$ cat src/hw/rtl/dmpc_pkg.sv
// Shared types and constants for the dot-matrix pixel capture block.
// Used by dmpc_cfg_regs and dot_matrix_pixel_capture; depends on nothing.
package dmpc_pkg;

    localparam int CFG_INDEX_W = 3;
    localparam int CFG_DATA_W  = 8;

    localparam logic [CFG_INDEX_W-1:0] REG_CLOCK_BIT    = 3'd0;
    localparam logic [CFG_INDEX_W-1:0] REG_ROW_SYNC_BIT = 3'd1;
    localparam logic [CFG_INDEX_W-1:0] REG_DATA_BIT     = 3'd2;
    localparam logic [CFG_INDEX_W-1:0] REG_LIT_LEVEL    = 3'd3;

    localparam logic [2:0] RST_CLOCK_BIT    = 3'd0;
    localparam logic [2:0] RST_ROW_SYNC_BIT = 3'd1;
    localparam logic [2:0] RST_DATA_BIT     = 3'd2;
    localparam logic [7:0] RST_LIT_LEVEL    = 8'd42;

    localparam int ROW_OUT_W = 5;
    localparam int COL_OUT_W = 7;

    typedef struct packed {
        logic [2:0] clock_bit;
        logic [2:0] row_sync_bit;
        logic [2:0] data_bit;
        logic [7:0] lit_level;
    } t_cfg;

endpackage

$ cat src/hw/rtl/dmpc_cfg_regs.sv
// Configuration register file of the pixel capture block.
// Depends on dmpc_pkg for the register indexes, reset values and t_cfg.
module dmpc_cfg_regs (
    input  logic                               i_clk,
    input  logic                               i_rst_n,
    input  logic                               i_wr_en,
    input  logic [dmpc_pkg::CFG_INDEX_W-1:0]   i_index,
    input  logic [dmpc_pkg::CFG_DATA_W-1:0]    i_data,
    output dmpc_pkg::t_cfg                     o_cfg
);

    dmpc_pkg::t_cfg r_cfg;
    dmpc_pkg::t_cfg n_cfg;

    always_comb begin
        n_cfg = r_cfg;
        if (i_wr_en) begin
            case (i_index)
                dmpc_pkg::REG_CLOCK_BIT:    n_cfg.clock_bit    = i_data[2:0];
                dmpc_pkg::REG_ROW_SYNC_BIT: n_cfg.row_sync_bit = i_data[2:0];
                dmpc_pkg::REG_DATA_BIT:     n_cfg.data_bit     = i_data[2:0];
                dmpc_pkg::REG_LIT_LEVEL:    n_cfg.lit_level    = i_data[7:0];
                default:                    n_cfg = r_cfg;
            endcase
        end
    end

    always_ff @(posedge i_clk) begin
        if (!i_rst_n) begin
            r_cfg.clock_bit    <= dmpc_pkg::RST_CLOCK_BIT;
            r_cfg.row_sync_bit <= dmpc_pkg::RST_ROW_SYNC_BIT;
            r_cfg.data_bit     <= dmpc_pkg::RST_DATA_BIT;
            r_cfg.lit_level    <= dmpc_pkg::RST_LIT_LEVEL;
        end else begin
            r_cfg <= n_cfg;
        end
    end

    assign o_cfg = r_cfg;

endmodule

$ cat src/hw/rtl/dot_matrix_pixel_capture.sv
// An accepted sample request has its result in the output register in the next cycle.
// Throughput: one sample per cycle while the input is not stalled; edge detection and counter update are combinational.
// The output register is refilled in the cycle it is taken, so input only stalls while
// a result waits under output stall. Synchronous active-low reset clears the counters,
// the previous levels, the output valid and sets the configuration registers to defaults.
module dot_matrix_pixel_capture #(
    parameter int NUM_COLUMNS = 128,
    parameter int NUM_ROWS    = 32
) (
    input  logic                               i_clk,
    input  logic                               i_rst_n,
    // sample channel
    input  logic                               i_in_valid,
    output logic                               o_in_stall,
    input  logic [7:0]                         i_sample,
    input  logic                               i_frame_start,
    input  logic                               i_frame_end,
    input  logic                               i_frame_locked,
    // result channel
    output logic                               o_out_valid,
    input  logic                               i_out_stall,
    output logic                               o_pixel_write,
    output logic [dmpc_pkg::ROW_OUT_W-1:0]     o_pixel_row,
    output logic [dmpc_pkg::COL_OUT_W-1:0]     o_pixel_column,
    output logic [7:0]                         o_pixel_level,
    output logic                               o_frame_done,
    output logic                               o_frame_was_locked,
    // configuration channel
    input  logic                               i_cfg_valid,
    output logic                               o_cfg_ready,
    input  logic [dmpc_pkg::CFG_INDEX_W-1:0]   i_cfg_index,
    input  logic [dmpc_pkg::CFG_DATA_W-1:0]    i_cfg_data
);

    localparam int COL_W = $clog2(NUM_COLUMNS + 1);
    localparam int ROW_W = $clog2(NUM_ROWS + 1);
    localparam logic [COL_W-1:0] COL_LIMIT = COL_W'(NUM_COLUMNS);
    localparam logic [ROW_W-1:0] ROW_LIMIT = ROW_W'(NUM_ROWS);

    dmpc_pkg::t_cfg cfg;

    logic             r_prev_clk;
    logic             r_prev_sync;
    logic [COL_W-1:0] r_col;
    logic [ROW_W-1:0] r_row;
    logic             n_prev_clk;
    logic             n_prev_sync;
    logic [COL_W-1:0] n_col;
    logic [ROW_W-1:0] n_row;

    logic                           r_out_valid;
    logic                           r_write;
    logic [dmpc_pkg::ROW_OUT_W-1:0] r_row_out;
    logic [dmpc_pkg::COL_OUT_W-1:0] r_col_out;
    logic [7:0]                     r_level;
    logic                           r_done;
    logic                           r_was_locked;

    logic                           n_write;
    logic [dmpc_pkg::ROW_OUT_W-1:0] n_row_out;
    logic [dmpc_pkg::COL_OUT_W-1:0] n_col_out;
    logic [7:0]                     n_level;

    logic in_accept;
    logic clk_bit;
    logic sync_bit;
    logic dat_bit;
    logic capture;
    logic [ROW_W+dmpc_pkg::ROW_OUT_W-1:0] row_ext;
    logic [COL_W+dmpc_pkg::COL_OUT_W-1:0] col_ext;

    dmpc_cfg_regs u_cfg_regs (
        .i_clk   (i_clk),
        .i_rst_n (i_rst_n),
        .i_wr_en (i_cfg_valid),
        .i_index (i_cfg_index),
        .i_data  (i_cfg_data),
        .o_cfg   (cfg)
    );

    assign o_cfg_ready = 1'b1;
    assign o_in_stall  = r_out_valid & i_out_stall;
    assign in_accept   = i_in_valid & ~o_in_stall;

    assign clk_bit  = i_sample[cfg.clock_bit];
    assign sync_bit = i_sample[cfg.row_sync_bit];
    assign dat_bit  = i_sample[cfg.data_bit];

    assign capture = ~i_frame_start & clk_bit & ~r_prev_clk
                   & (r_col < COL_LIMIT) & (r_row < ROW_LIMIT);

    // Counters are wider or narrower than the fixed output fields depending on the
    // frame geometry, so widen first and keep the low bits.
    assign row_ext = {{dmpc_pkg::ROW_OUT_W{1'b0}}, r_row};
    assign col_ext = {{dmpc_pkg::COL_OUT_W{1'b0}}, r_col};

    always_comb begin
        n_prev_clk  = clk_bit;
        n_prev_sync = sync_bit;
        n_col       = r_col;
        n_row       = r_row;
        if (i_frame_start) begin
            n_col = '0;
            n_row = '0;
        end else begin
            if (capture) begin
                n_col = r_col + 1'b1;
            end
            // A row sync edge on the same sample wins over the column step.
            if (sync_bit && !r_prev_sync) begin
                n_col = '0;
                if (r_row < ROW_LIMIT) begin
                    n_row = r_row + 1'b1;
                end
            end
        end
    end

    always_comb begin
        n_write   = capture & i_frame_locked;
        n_row_out = '0;
        n_col_out = '0;
        n_level   = '0;
        if (n_write) begin
            n_row_out = row_ext[dmpc_pkg::ROW_OUT_W-1:0];
            n_col_out = col_ext[dmpc_pkg::COL_OUT_W-1:0];
            n_level   = dat_bit ? cfg.lit_level : 8'd0;
        end
    end

    always_ff @(posedge i_clk) begin
        if (!i_rst_n) begin
            r_prev_clk  <= 1'b0;
            r_prev_sync <= 1'b0;
            r_col       <= '0;
            r_row       <= '0;
            r_out_valid <= 1'b0;
        end else begin
            if (in_accept) begin
                r_prev_clk  <= n_prev_clk;
                r_prev_sync <= n_prev_sync;
                r_col       <= n_col;
                r_row       <= n_row;
                r_out_valid <= 1'b1;
            end else if (!i_out_stall) begin
                r_out_valid <= 1'b0;
            end
        end
    end

    always_ff @(posedge i_clk) begin
        if (in_accept) begin
            r_write      <= n_write;
            r_row_out    <= n_row_out;
            r_col_out    <= n_col_out;
            r_level      <= n_level;
            r_done       <= i_frame_end;
            r_was_locked <= i_frame_end & i_frame_locked;
        end
    end

    assign o_out_valid        = r_out_valid;
    assign o_pixel_write      = r_write;
    assign o_pixel_row        = r_row_out;
    assign o_pixel_column     = r_col_out;
    assign o_pixel_level      = r_level;
    assign o_frame_done       = r_done;
    assign o_frame_was_locked = r_was_locked;

`ifndef ASSERT_OFF
    a_counters_bounded: assert property (@(posedge i_clk) disable iff (!i_rst_n)
        (r_col <= COL_LIMIT) && (r_row <= ROW_LIMIT))
        else $error("pixel counters left their range");

    a_start_clears: assert property (@(posedge i_clk) disable iff (!i_rst_n)
        (in_accept && i_frame_start) |=> (r_col == '0) && (r_row == '0) && !r_write)
        else $error("frame start did not clear the counters");

    a_past_last_row: assert property (@(posedge i_clk) disable iff (!i_rst_n)
        (in_accept && !i_frame_start && (r_row == ROW_LIMIT)) |=> !r_write)
        else $error("pixel written beyond the last row");

    a_locked_with_done: assert property (@(posedge i_clk) disable iff (!i_rst_n)
        (r_out_valid && r_was_locked) |-> r_done)
        else $error("lock status reported outside a frame end");

    a_unlocked_silent: assert property (@(posedge i_clk) disable iff (!i_rst_n)
        (in_accept && !i_frame_locked) |=> !r_write && (r_level == 8'd0))
        else $error("pixel written in an unlocked frame");
`endif

endmodule
$ cat config.mk
export PLATFORM = sky130hd
export DESIGN_NAME = dot_matrix_pixel_capture
export DESIGN_NICKNAME = d
export VERILOG_FILES = /design/src/hw/rtl/dmpc_pkg.sv /design/src/hw/rtl/dmpc_cfg_regs.sv /design/src/hw/rtl/dot_matrix_pixel_capture.sv
export SDC_FILE = /design/constraint.sdc
export NUM_CORES = 1
export LEC_CHECK = 0
export ABC_CLOCK_PERIOD_IN_PS = 1950
export BUFFER_PORTS_ARGS = -buffer_cell sky130_fd_sc_hd__buf_2
export CAP_MARGIN = 20
export CORE_MARGIN = 2
export CORE_UTILIZATION = 50
export CTS_BUF_LIST = sky130_fd_sc_hd__clkbuf_4
export DETAILED_ROUTE_END_ITERATION = 7
export GPL_TIMING_DRIVEN = 0
export PLACE_DENSITY = 0.81
export SETUP_SLACK_MARGIN = 0.3
export SLEW_MARGIN = 5
export SYNTH_ARGS = -nofsm -noshare
export SYNTH_HDL_FRONTEND = slang
export SYNTH_HIERARCHICAL = 1
export SYNTH_SLANG_ARGS = --single-unit
$ cat constraint.sdc
create_clock -name i_clk -period 1.95 [get_ports i_clk]
set_input_delay 0.195 -clock i_clk [delete_from_list [all_inputs] [get_ports i_clk]]
set_output_delay 0.195 -clock i_clk [all_outputs]
set_load 0.01 [all_outputs]
==> results of run 1 <==
logic make-up (layout without fill, tap and decap cells):
logic type	after synthesis	after routing	share of synthesized area (%)
mux	29	29	12.0
buf+inv	18	93	3.24
fa+ha+maj	2	2	0.940
compound gates	37	37	10.9
flops	57	57	51.5
other cells	1	1	0.141
simple gates	97	97	21.3
final cells by class:
type,instances,share of cell area (%)
buffer,10,2.11
clock buffer,11,2.48
clock inverter,5,1.43
inverter,8,1.05
multi-input combinational,166,39.1
sequential,57,41.5
tap,70,2.63
timing repair buffer,59,9.70
routing by layer:
layer	vias up	share of wire (%)	global-route usage (%)
met3	9	5.1	5.53
li1	1052	-	-
met5	-	0	0
met4	0	1.6	7.09
met2	56	48	31.7
met1	966	45	23.7
power breakdown:
| group | internal [mW] | switching (mW) |
|---|---|---|
| Clock | 0.408 | 0.395 |
| Sequential | 1.27 | 0.0193 |
| Combinational | 0.130 | 0.151 |
| Total | 1.81 | 0.565 |
how the worst max path moves through the flow:
stage	from	cells past startpoint	endpoint	slack (ps)
after floorplan	r_col[7]	5	r_col[5]	120
after global placement	i_frame_start	6	r_col[5]	-40
after detailed placement	i_frame_start	6	r_col[5]	-70
after CTS	r_col[7]	6	r_col[2]	50
after global routing	r_col[7]	6	r_col[2]	10
final	r_col[7]	5	r_col[5]	80
registers in the layout, summed over array words and instances (netlist names):
name                count
o_pixel_write           1
o_frame_was_locked      1
r_col                   8
r_row                   6
o_pixel_level           8
r_prev_clk              1
o_pixel_column          7
o_pixel_row             5
o_frame_done            1
u_cfg_regs/o_cfg       17
o_out_valid             1
r_prev_sync             1
synth_stat cells, types with 3 or more instances:
cell       n
nand2_1   28
clkbuf_1   4
o31ai_1    3
edfxtp_1  23
mux2i_1   23
o21ai_0    5
and2_1    12
or3_1      3
nor2b_1   11
nor2_1     5
and3_1    15
inv_1      7
nand3_1    4
a21oi_1    6
dfxtp_1   34
mux2_2     4
nand4_1    7
buf_2      3
o221ai_1   3
critical path: stages (launching register included):
cell,delay (ps)
dfxtp_1,320
or4_4,520
a31oi_4,180
nand4_1,130
o32a_1,360
mux2_2,260
repair_timing:
action	4_1_cts	5_1_grt
buffers inserted	5	2
gates resized for setup	8	20
pin swaps	8	10
endpoints found under the hold margin	2	0
setup endpoints to repair	35	35
hold buffers	2	0
==> results.md, run 1 <==
* # H-tree levels at 3
* Synth Register Bits at between 50 and 60
* Placed cell count at roughly 360
* Via count at about 2,100
* Worst slew pin tran at ~520 ps
* Footprint of the multi-input gates at 1300 sq um
* Final WL at 5300 um
* Die area at slightly below 6000 sq um
* Post-Syn Nets at 270
* Util after Layout at between 60% and 70%
* Number of synthesized flops with an enable pin at 23
* RSZ-0062 raised after global routing: yes
* Clock skew at 14.6 ps
* Worst Hold Margin at 52.7 ps
* Synth warnings at 6
* Fin crit share at a little over nine tenths
* Clock transition at path regs at about 80 ps
* WL/cell at 13.7 um
* Core Footprint at 5110 sq um
* I/O pin total at 53
* Tot Pwr at 2.37 mW
* Largest net degree at the start of global routing at 31
* Post-synth cell types at 53
* Final hold violations at 0
* DRT iter0 DRCs at between 70 and 80
* Final worst slack at slightly below 80 ps
* # setup viols final at 0
* Worst Setup Path Type: register to register
* R2R setup slack at 80 ps
* DRC violations left at 0
* Syn Inst Count at 241
* Root buf cell: clkbuf_4
* Min-Delay Path Class: primary input to register
* Slew Limit Headroom at between 60 and 70%
* FFs w/ async S/R, synth at 0%
* Worst vdd ir at 0.428 mV
* Pre-CTS setup slack at -65.6 ps
* Routed Antenna Nets at 0
* Fin nets at 340
* Initial Utilization at a little over half
* Vias/cell at between 5 and 6
* # port buffers at 50
* Area growth, synth to finish at 25.1%
* LEAKAGE at ~1.4 nW
* Startpoint Class: register
* Post-Syn Area at ~2700 sq um
* FF/Latch Area at approximately 1400 sq um
* Fill count at 410
* Avg Inst Size Synth at about 11 sq um
* Core Rows at 26
* CTS tree: done
* First-pass GRT wire length at 8920 um
* Vias in the first global route at roughly 1,900
* CP max FO at 3
* Status: complete, no violations
* R2r endpoint: r_col[5]
* FF-to-FF path depth at 5
* Worst flop-to-flop path startpoint: r_col[7]
* Top cells by area, synth: edfxtp_1 (26%), dfxtp_1 (26%), mux2i_1 (8.7%), nand2_1 (3.9%), and3_1 (3.5%)
* Die Ht at 77.0 um
* Seq/Total Area, Yosys at about half
* Crit. End Element: register
* Largest area contributor in the netlist: edfxtp_1
* Commonest non-fill, non-tap cell in the layout: buf_2
* Clock buffers created by TritonCTS at 9
* Final Max Tran Viols at 0
* Post-route cell area at about 3300 sq um
* Placer Congestion at around 0.85
* TNS Setup at 0 ps
* CP required at between 2000 and 2500 ps
* Post-DP Area at between 3000 and 4000 sq um
* Antenna violations before repair at 0
* Clock Path Buffers at 2
* Overflow after GRT at 0
* TritonRoute pass-1 iters at 5
* Clk Latency, worst-skew pair at roughly 390 ps
* HP Start: i_cfg_data[7]
* Die Wd at just under 80 um
* CTS Sinks at 57
* GRT Total Usage at 19.1%
* Max cap viols at 0
* Synth top area share at about a quarter
* Most used DFF post-synth: dfxtp_1
* Final Non-Filler Cells at roughly 390
* Fmax achieved at ~530 MHz
* Worst Hold Endpoint: u_cfg_regs/o_cfg[7]
* Dpl hpwl at about 3700 um
* Most frequent cells in the layout: buf_2 (53), dfxtp_1 (31), nand2_1 (28), edfxtp_1 (23), mux2i_1 (20)
* PD cells at a little over 700 nW/um^2
* Crit path arrival time at ~2200 ps
* Worst Hold Depth at 3
* Antenna diode count at 0
* Ratio of cells with drive above 1 in the final layout at between 30 and 40%
* Tmin final at 1870 ps
Note: power is estimated with default switching activity, not from simulation.
==> run 2: changes to the inputs <==
==> constraint.sdc (replaced) <==
create_clock -name i_clk -period 1.95 [get_ports i_clk]
set_input_delay 0.195 -clock i_clk [delete_from_list [all_inputs] [get_ports i_clk]]
set_output_delay 0.195 -clock i_clk [all_outputs]
set_load 0.05 [all_outputs]
==> results.md, run 2 (synthesis results as in run 1) <==
* Tmin final at 1980 ps (+110 ps)
* Die Ht at 77.0 um (unchanged)
* I/O pin total at 53 (unchanged)
* Die Wd at 77.0 um (unchanged)
* Core Footprint at 5110 sq um (unchanged)
* Clock skew at 11.2 ps (-3.39 ps)
* Dpl hpwl at 3790 um (+1.8%)
* Worst path bufs/invs at 1 (+1)
* # setup viols final at 1 (+1)
* Ratio of cells with drive above 1 in the final layout at 43.4% (+8.0 points)
* Combinational share of power at 16.3% (+4.5 points)
* Util after Layout at 67.5% (+2.3 points)
* TritonRoute pass-1 iters at 4 (-1)
* Crit path max-delay family: simple AND/OR/NAND/NOR gates
* Antenna violations before repair at 0 (unchanged)
* Crit. End Element: register
* WL/cell at 15.1 um (+9.9%)
* Placer Congestion at 0.822 (-3.6%)
* Crit path cell chain: or4_4, a31oi_4, and3_4, buf_6, nand4_1, o31ai_2
* PD cells at 687 nW/um^2 (-3.7%)
* Worst flop-to-flop path startpoint: r_col[7]
* R2R setup slack at -30 ps (-110 ps)
* Initial Utilization at 52.1% (unchanged)
* Startpoint Class: register
* Setup crit start: r_col[7]
* Routed Antenna Nets at 0 (unchanged)
* # port buffers at 50 (unchanged)
* LEAKAGE at 1.36 nW (+0.43%)
* Final WL at 5890 um (+11%)
* Vias in the first global route at 2,002 (+2.9%)
* Fin crit share at 102% (+5.7 points)
* Crit path arrival time at 2290 ps (+140 ps)
* Sw frac at 28.6% (+4.8 points)
* CTS Sinks at 57 (unchanged)
* RSZ-0062 raised after global routing: yes
* DRT iter0 DRCs at 141 (+99%)
* Final worst slack at -30.8 ps (-110 ps)
* Fin nets at 344 (+1.2%)
* Area growth, synth to finish at 29.5%
* Max cap viols at 0 (unchanged)
* Final hold violations at 0 (unchanged)
* Clock transition at path regs at 90 ps (about the same)
* Share of power burned in registers at 54.6% (+0.2 points)
* First-pass GRT wire length at 8940 um (+0.16%)
* Via count at 2,186 (+4.9%)
* Min-Delay Path Class: primary input to register
* CP max stage delay at 520 ps (about the same)
* DRC violations left at 0 (unchanged)
* Clock Path Buffers at 2 (unchanged)
* Overflow after GRT at 0 (unchanged)
* Core Rows at 26 (unchanged)
* Die area at 5920 sq um (unchanged)
* R2r endpoint: r_col[4]
* Worst slew pin tran at 669 ps (+150 ps)
* Commonest non-fill, non-tap cell in the layout: buf_2
* Slowest stage cell, crit path: or4_4
* Clock share of power at 29.1% (-4.7 points)
* Fmax achieved at 505 MHz (-5.6%)
* Final Max Tran Viols at 0 (unchanged)
* # H-tree levels at 3 (unchanged)
* Root buf cell: clkbuf_4
* Most frequent cells in the layout: buf_2 (53), dfxtp_1 (29), nand2_1 (28), edfxtp_1 (23), mux2i_1 (20)
* CP required at 2260 ps (+30 ps)
* CP max FO at 4 (+1)
* Int Power at 1.69 mW (-6.6%)
* Clk Latency, worst-skew pair at 400 ps (about the same)
* Number of flip-flops in the largest register at 17 (unchanged)
* Failing checks: setup timing
* Antenna diode count at 0 (unchanged)
* Sw power at 677 uW (+20%)
* Slew Limit Headroom at 54.9% (-9.9 points)
* Largest net degree at the start of global routing at 31 (unchanged)
* Vias/cell at 5.61 (+3.9%)
* TNS Setup at -30.8 ps (-30.8 ps)
* Worst Setup Path Type: register to register
* Worst vdd ir at 0.307 mV (-28%)
* FF-to-FF path depth at 6 (+1)
* Critical Path Stages at 6 (+1)
* CTS tree: done
* GRT Total Usage at 19.1% (about the same)
* Clock buffers created by TritonCTS at 9 (unchanged)
* Status: finished with violations
* Worst setup path endpoint: r_col[4]
==> run 2: changes by cell type in the layout (fill, tap and decap cells not counted), moves of 3 or more <==
cell	before	now
and3_1	12	4
and3_4	3	11
and2_1	8	5
and2_4	4	7
buf_6	2	5
o21ai_1	5	2
==> run 2: final cells by class <==
type	instances	area (sq um)
Timing Repair Buffer	63	362
Multi-Input combinational cell	166	1400
Tap cell	70	87.6
Clock buffer	11	82.6
Sequential cell	57	1390
Clock inverter	5	23.8
Fill cell	380	1660
Buffer	10	71.3
Inverter	8	35.0
==> run 2: power groups by stage <==
stage	clock [mW]	sequential (mW)	combinational, mW
floorplan	0	1.41	0.145
global placement	0	1.32	0.320
detailed placement	0	1.32	0.325
CTS	0.702	1.29	0.350
global route	0.748	1.30	0.411
finish	0.690	1.29	0.386
==> run 2: repair_timing <==
| item | in CTS | in global routing |
|---|---|---|
| hold buffers | 1 | 0 |
| resized for setup | 13 | 40 |
| hold endpoints to repair | 1 | 0 |
| setup endpoints to repair | 35 | 35 |
| pin swaps | 11 | 5 |
| setup buffers | 7 | 5 |
==> run 2: worst reg2reg max path: cells and delay by family (launching register included) <==
kind            cells  cell delay, ps
simple gates        3             950
compound gates      2             520
flops               1             330
buf+inv             1             100
==> run 2: worst min-delay path by stage <==
stage	from	slack, ps	cells past startpoint	endpoint
after floorplan	i_frame_end	290	0	o_frame_done
after global placement	i_frame_end	390	1	o_frame_done
after detailed placement	i_frame_end	390	1	o_frame_done
after CTS	i_in_valid	10	2	o_out_valid
after global routing	i_in_valid	7	2	o_out_valid
final	i_in_valid	10	2	o_out_valid
==> run 2: stage by stage <==
| step | std cells | hold slack [ps] | setup WS [ps] | power, mW | cell area, sq um |
|---|---|---|---|---|---|
| after global routing | 390 | 6.59 | -63.2 | 2.46 | 3450 |
| final | 390 | 14.3 | -30.8 | 2.37 | 3450 |
| after CTS | 385 | 10.8 | 76.8 | 2.35 | 3250 |
| after global placement | 361 | 389 | -44.2 | 1.64 | 3030 |
| after floorplan | 241 | 294 | 117 | 1.55 | 2700 |
| after detailed placement | 361 | 393 | -95.6 | 1.65 | 3030 |
==> run 2: per-layer routing <==
layer	up-vias	global-route usage [%]	share of wire, %	wire (um)
li1	1047	-	-	-
met1	1034	23.2	41	2430
met2	90	31.9	50	2950
met3	15	5.06	6.6	390
met4	0	8.55	2.1	122
met5	-	0	0	0
